$ cat config.mk
export PLATFORM = sky130hd
export DESIGN_NAME = imul_decode
export DESIGN_NICKNAME = d
export VERILOG_FILES = /design/src/design/imul_pkg.sv /design/src/design/imul_decode.sv
export SDC_FILE = /design/constraint.sdc
export NUM_CORES = 1
export LEC_CHECK = 0
export ABC_CLOCK_PERIOD_IN_PS = 6300
export BUFFER_PORTS_ARGS = -buffer_cell sky130_fd_sc_hd__buf_4
export CAP_MARGIN = 10
export CORE_AREA = 2 2 298 300
export DETAILED_ROUTE_END_ITERATION = 8
export DIE_AREA = 0 0 300 302
export MAX_ROUTING_LAYER = met4
export PLACE_DENSITY_LB_ADDON = 0.3
export SLEW_MARGIN = 30
export SYNTH_ARGS = -nofsm -noshare
export SYNTH_HDL_FRONTEND = slang
export SYNTH_SLANG_ARGS = --single-unit
$ cat constraint.sdc
create_clock -name vclk -period 6.3
set_clock_uncertainty 0.2 [all_clocks]
set_input_delay 0.945 -clock vclk [all_inputs]
set_output_delay 0.945 -clock vclk [all_outputs]
set_load 0.03 [all_outputs]
$ cat src/design/imul_pkg.sv
`timescale 1ns / 1ps
`default_nettype none
// ----------------------------------------------------------------------------
// imul_pkg
// Shared types, constants and helpers for the interval multiply unit.
// ----------------------------------------------------------------------------
package imul_pkg;

    localparam logic [63:0] C_SIGN_BIT    = 64'h8000_0000_0000_0000;
    localparam logic [63:0] C_MAG_MASK    = 64'h7FFF_FFFF_FFFF_FFFF;
    localparam logic [63:0] C_EXP_INF     = 64'h7FF0_0000_0000_0000;
    localparam logic [63:0] C_QUIET_BIT   = 64'h0008_0000_0000_0000;
    localparam logic [63:0] C_DEFAULT_NAN = 64'hFFF8_0000_0000_0000;
    localparam logic [63:0] C_MAX_FINITE  = 64'h7FEF_FFFF_FFFF_FFFF;

    typedef struct packed {
        logic [63:0] a_lo;
        logic [63:0] a_hi;
        logic [63:0] b_lo;
        logic [63:0] b_hi;
    } t_in_req;

    typedef struct packed {
        logic [63:0] prod_lo;
        logic [63:0] prod_hi;
    } t_out_req;

    // operand pair and rounding direction for one product
    typedef struct packed {
        logic [63:0] x;
        logic [63:0] y;
        logic        up;
    } t_mul_op;

    // selection control from the case decoder to the final stage
    typedef struct packed {
        logic both_oth;
    } t_sel_ctl;

    function automatic logic f_is_nan(input logic [63:0] v);
        return (v & C_MAG_MASK) > C_EXP_INF;
    endfunction

    function automatic logic f_is_pos(input logic [63:0] v);
        return !f_is_nan(v) && !v[63] && (v[62:0] != 63'd0);
    endfunction

    function automatic logic f_is_neg(input logic [63:0] v);
        return !f_is_nan(v) && v[63] && (v[62:0] != 63'd0);
    endfunction

    function automatic logic f_less(input logic [63:0] x, input logic [63:0] y);
        logic [63:0] kx;
        logic [63:0] ky;
        kx = x[63] ? ~x : (x | C_SIGN_BIT);
        ky = y[63] ? ~y : (y | C_SIGN_BIT);
        if (f_is_nan(x) || f_is_nan(y)) begin
            return 1'b0;
        end
        if (x[62:0] == 63'd0 && y[62:0] == 63'd0) begin
            return 1'b0;
        end
        return kx < ky;
    endfunction

endpackage
`default_nettype wire

$ cat src/design/imul_decode.sv
`timescale 1ns / 1ps
`default_nettype none
// ----------------------------------------------------------------------------
// imul_decode
// Classifies both intervals and picks the four bound products.
// ----------------------------------------------------------------------------
module imul_decode (
    input  imul_pkg::t_in_req   i_req,
    output imul_pkg::t_mul_op   o_hi0,
    output imul_pkg::t_mul_op   o_hi1,
    output imul_pkg::t_mul_op   o_lo0,
    output imul_pkg::t_mul_op   o_lo1,
    output imul_pkg::t_sel_ctl  o_ctl
);
    import imul_pkg::*;

    logic a_pos, a_neg, b_pos, b_neg;

    always_comb begin
        a_pos = f_is_pos(i_req.a_lo);
        a_neg = f_is_neg(i_req.a_hi);
        b_pos = f_is_pos(i_req.b_lo);
        b_neg = f_is_neg(i_req.b_hi);
        o_ctl.both_oth = 1'b0;
        // second products only matter when both straddle zero
        o_hi1 = '{x: i_req.a_lo, y: i_req.b_lo, up: 1'b1};
        o_lo1 = '{x: i_req.a_hi, y: i_req.b_lo, up: 1'b0};
        if (a_pos) begin
            if (b_pos) begin
                o_hi0 = '{x: i_req.a_hi, y: i_req.b_hi, up: 1'b1};
                o_lo0 = '{x: i_req.a_lo, y: i_req.b_lo, up: 1'b0};
            end else if (b_neg) begin
                o_hi0 = '{x: i_req.a_lo, y: i_req.b_hi, up: 1'b1};
                o_lo0 = '{x: i_req.a_hi, y: i_req.b_lo, up: 1'b0};
            end else begin
                o_hi0 = '{x: i_req.a_hi, y: i_req.b_hi, up: 1'b1};
                o_lo0 = '{x: i_req.a_hi, y: i_req.b_lo, up: 1'b0};
            end
        end else if (a_neg) begin
            if (b_neg) begin
                o_hi0 = '{x: i_req.a_lo, y: i_req.b_lo, up: 1'b1};
                o_lo0 = '{x: i_req.a_hi, y: i_req.b_hi, up: 1'b0};
            end else if (b_pos) begin
                o_hi0 = '{x: i_req.a_hi, y: i_req.b_lo, up: 1'b1};
                o_lo0 = '{x: i_req.a_lo, y: i_req.b_hi, up: 1'b0};
            end else begin
                o_hi0 = '{x: i_req.a_lo, y: i_req.b_lo, up: 1'b1};
                o_lo0 = '{x: i_req.a_lo, y: i_req.b_hi, up: 1'b0};
            end
        end else begin
            if (b_pos) begin
                o_hi0 = '{x: i_req.a_hi, y: i_req.b_hi, up: 1'b1};
                o_lo0 = '{x: i_req.a_lo, y: i_req.b_hi, up: 1'b0};
            end else if (b_neg) begin
                o_hi0 = '{x: i_req.a_lo, y: i_req.b_lo, up: 1'b1};
                o_lo0 = '{x: i_req.a_hi, y: i_req.b_lo, up: 1'b0};
            end else begin
                o_hi0 = '{x: i_req.a_hi, y: i_req.b_hi, up: 1'b1};
                o_lo0 = '{x: i_req.a_lo, y: i_req.b_hi, up: 1'b0};
                o_ctl.both_oth = 1'b1;
            end
        end
    end

endmodule
`default_nettype wire
==> impl_metrics.ini <==
[final_layout]
final_area_um2 = 11200
clock_buffers = 0
final_common_cell = buf_4
n_sequential_cell = 0
final_cell_mix = buf_4 (780), mux2_2 (249), nor4_1 (61)
drive_gt1_share_pct = 89.0
areaGrowthSynthToFinish_pct = 90.0
fillCellCount = 10200
nNetsFinal = 1431
area.sequential_um2 = 0

[drt]
vias = 7583
wl_mm = 68.1
ant_nets = 0
wl_per_cell_um = 28.9
drt_iter0_drc = 424
viasPerCell = 3.23
drtPass1Iterations = 4
drcViolationCount = 0

[setup_path]
cpPeakStageDelay_ns = 0.77
crit_required_ns = 5.15
crit_path_top_delay_cell = nor4_1
worstPathMaxFanout = 52
cp_common_cell = buf_4
worstPathArrival_ns = 4.28
cp-end-kind = primary output
critical_path_class = in -> out
crit_chain = buf_4 > nor4_1 > nand4_1 > nor4_2 > mux2i_1 > buf_4 > or2_4 > o21ai_4 > buf_12 > mux2_2 > buf_4
cp-start-kind = primary input

[placed_design]
gp_congestion = 0.877
portBuffers = 769
dpl_cell_area_um2 = 11200
dp_hpwl_mm = 60.4
pre_cts_ws_ns = 0.763

[die]
die_height_um = 302
start_util_pct = 6.73
core_um2 = 87600
ios = 773
die_area_um2 = 90600
rows = 109
die_w_um = 300

[synthesis]
yosysSeqAreaShare_pct = 0
netlist.area_leader.share_pct = 47.6
synthTopCellsByArea = mux2_2 (48%), buf_4 (33%), nor4_1 (6.7%)
yosys_warnings = 0
synth_area_leader_cell = mux2_2
yosysUniqueCellTypes = 29
synthCells = 671
syn_area_um2 = 5890
syn_avg_cell_area_um2 = 8.78

[sta]
fin_crit_ns = 5.43
finalMaxSlewViolations = 0
setup_viol = 0
fmax_mhz = 184
setup_slack_ns = 0.873
slew_headroom_pct = 41.2
fin_setup_tns_ns = 0
worst_slew_pin_slew_ns = 0.875
hold_viol_final = 0
fin_crit_sh_pct = 86.1
rsz0062_at_grt = false

[pwr]
swShare_pct = 63.1
leakage_nw = 4.93
pwr-share-seq_pct = 0
power_switching_mw = 0.949
power_density_nw_per_um2 = 134
power_frac_clock_pct = 0
pwr-share-comb_pct = 100.0
ir_drop_mv = 0.0528
internal_power_mw = 0.555

[grt]
grt.overflow.total = 0
grt_usage_pct = 14.3
antenna_found_initial = 10
grt_max_degree = 53
grt_pass1_wl_mm = 83.0
grt_pass1_vias = 7559

[worst_hold_path]
min_from = i_req[211]
min_path_type = in -> out
min_to = o_hi1[84]
whs_path_depth = 2

[clock_network]
hold_buffers = 0
cts_resized = 0
postCtsSetupBuffers = 0

[status]
outcome = finished clean

[job]
cap_violations = 0
-- cells in the mapped netlist, drive strengths merged --
library cell  instances
o21ai                 4
nand4                16
mux2                254
or2                   1
a21o                  1
nor2                  4
inv                   3
a31oi                 2
nor2b                 2
conb                  2
a41oi                 2
nor3                  2
o31ai                 2
a31o                  1
nor4                 64
o21a                  1
a21boi                2
nand3                 6
o41ai                 2
buf                 287
nand2                 8
a21oi                 3
mux2i                 2
-- routing by layer --
metal  global-route usage, %  vias up  part of all wire, %  wire [µm]
li1                        -     3232                    -          -
met1                    16.7     3807                   39      26900
met2                    26.9      517                   53      36400
met3                    1.59       27                  5.8       3970
met4                    1.62        0                  1.2        812
met5                       -        -                    0          0
-- kinds of logic (layout without fill, tap and decap cells) --
kind of cell / count (synthesis) / after routing / synth area share (%)
buf+inv: 290 / 790 / 38.1
mux: 256 / 256 / 48.9
compound gates: 20 / 20 / 2.51
other cells: 2 / 17 / 0.127
simple gates: 103 / 103 / 10.4
-- stage by stage --
step,power [mW],hold slack [ns],util (%),std cells
2_1_floorplan,0.870,1.82,-,673
3_3_place_gp,1.52,1.93,12.7,2337
3_5_place_dp,1.52,1.94,12.7,2338
4_1_cts,1.53,1.94,12.7,2338
5_1_grt,1.56,1.94,12.8,2343
6_report,1.50,1.94,12.8,2351
-- area by class of cell --
type | count | area, µm² | area share, %
multi-input combinational | 383 | 3690 | 33.0
tap | 1165 | 1460 | 13.0
antenna | 13 | 32.5 | 0.291
inverter | 3 | 11.3 | 0.101
timing repair buffer | 787 | 6000 | 53.6
-- power groups by stage --
stage               Sequential (mW)  Combinational (mW)   Clock [mW]
finish                            0                1.50  0.000000109
global route                      0                1.56  0.000000106
CTS                               0                1.53            0
detailed placement                0                1.52            0
global placement                  0                1.52            0
floorplan                         0               0.870            0
-- worst max-delay path by stage --
| stage | cells past startpoint | startpoint | endpoint |
|---|---|---|---|
| 4_1_cts | 11 | i_req[69] | o_lo0[7] |
| 6_report | 11 | i_req[154] | o_lo0[20] |
| 3_5_place_dp | 11 | i_req[154] | o_lo0[7] |
| 3_3_place_gp | 11 | i_req[167] | o_lo0[36] |
| 5_1_grt | 11 | i_req[69] | o_lo0[20] |
| 2_1_floorplan | 9 | i_req[199] | o_lo0[128] |
-- critical path, delay by kind of cell --
family / cells / cell delay (ns)
buffers and inverters: 4 / 0.79
AO/OA/AOI/OAI: 1 / 0.18
AND/OR/NAND/NOR: 4 / 1.74
multiplexers: 2 / 0.54
No activity file was read; power rests on OpenSTA's default activity.
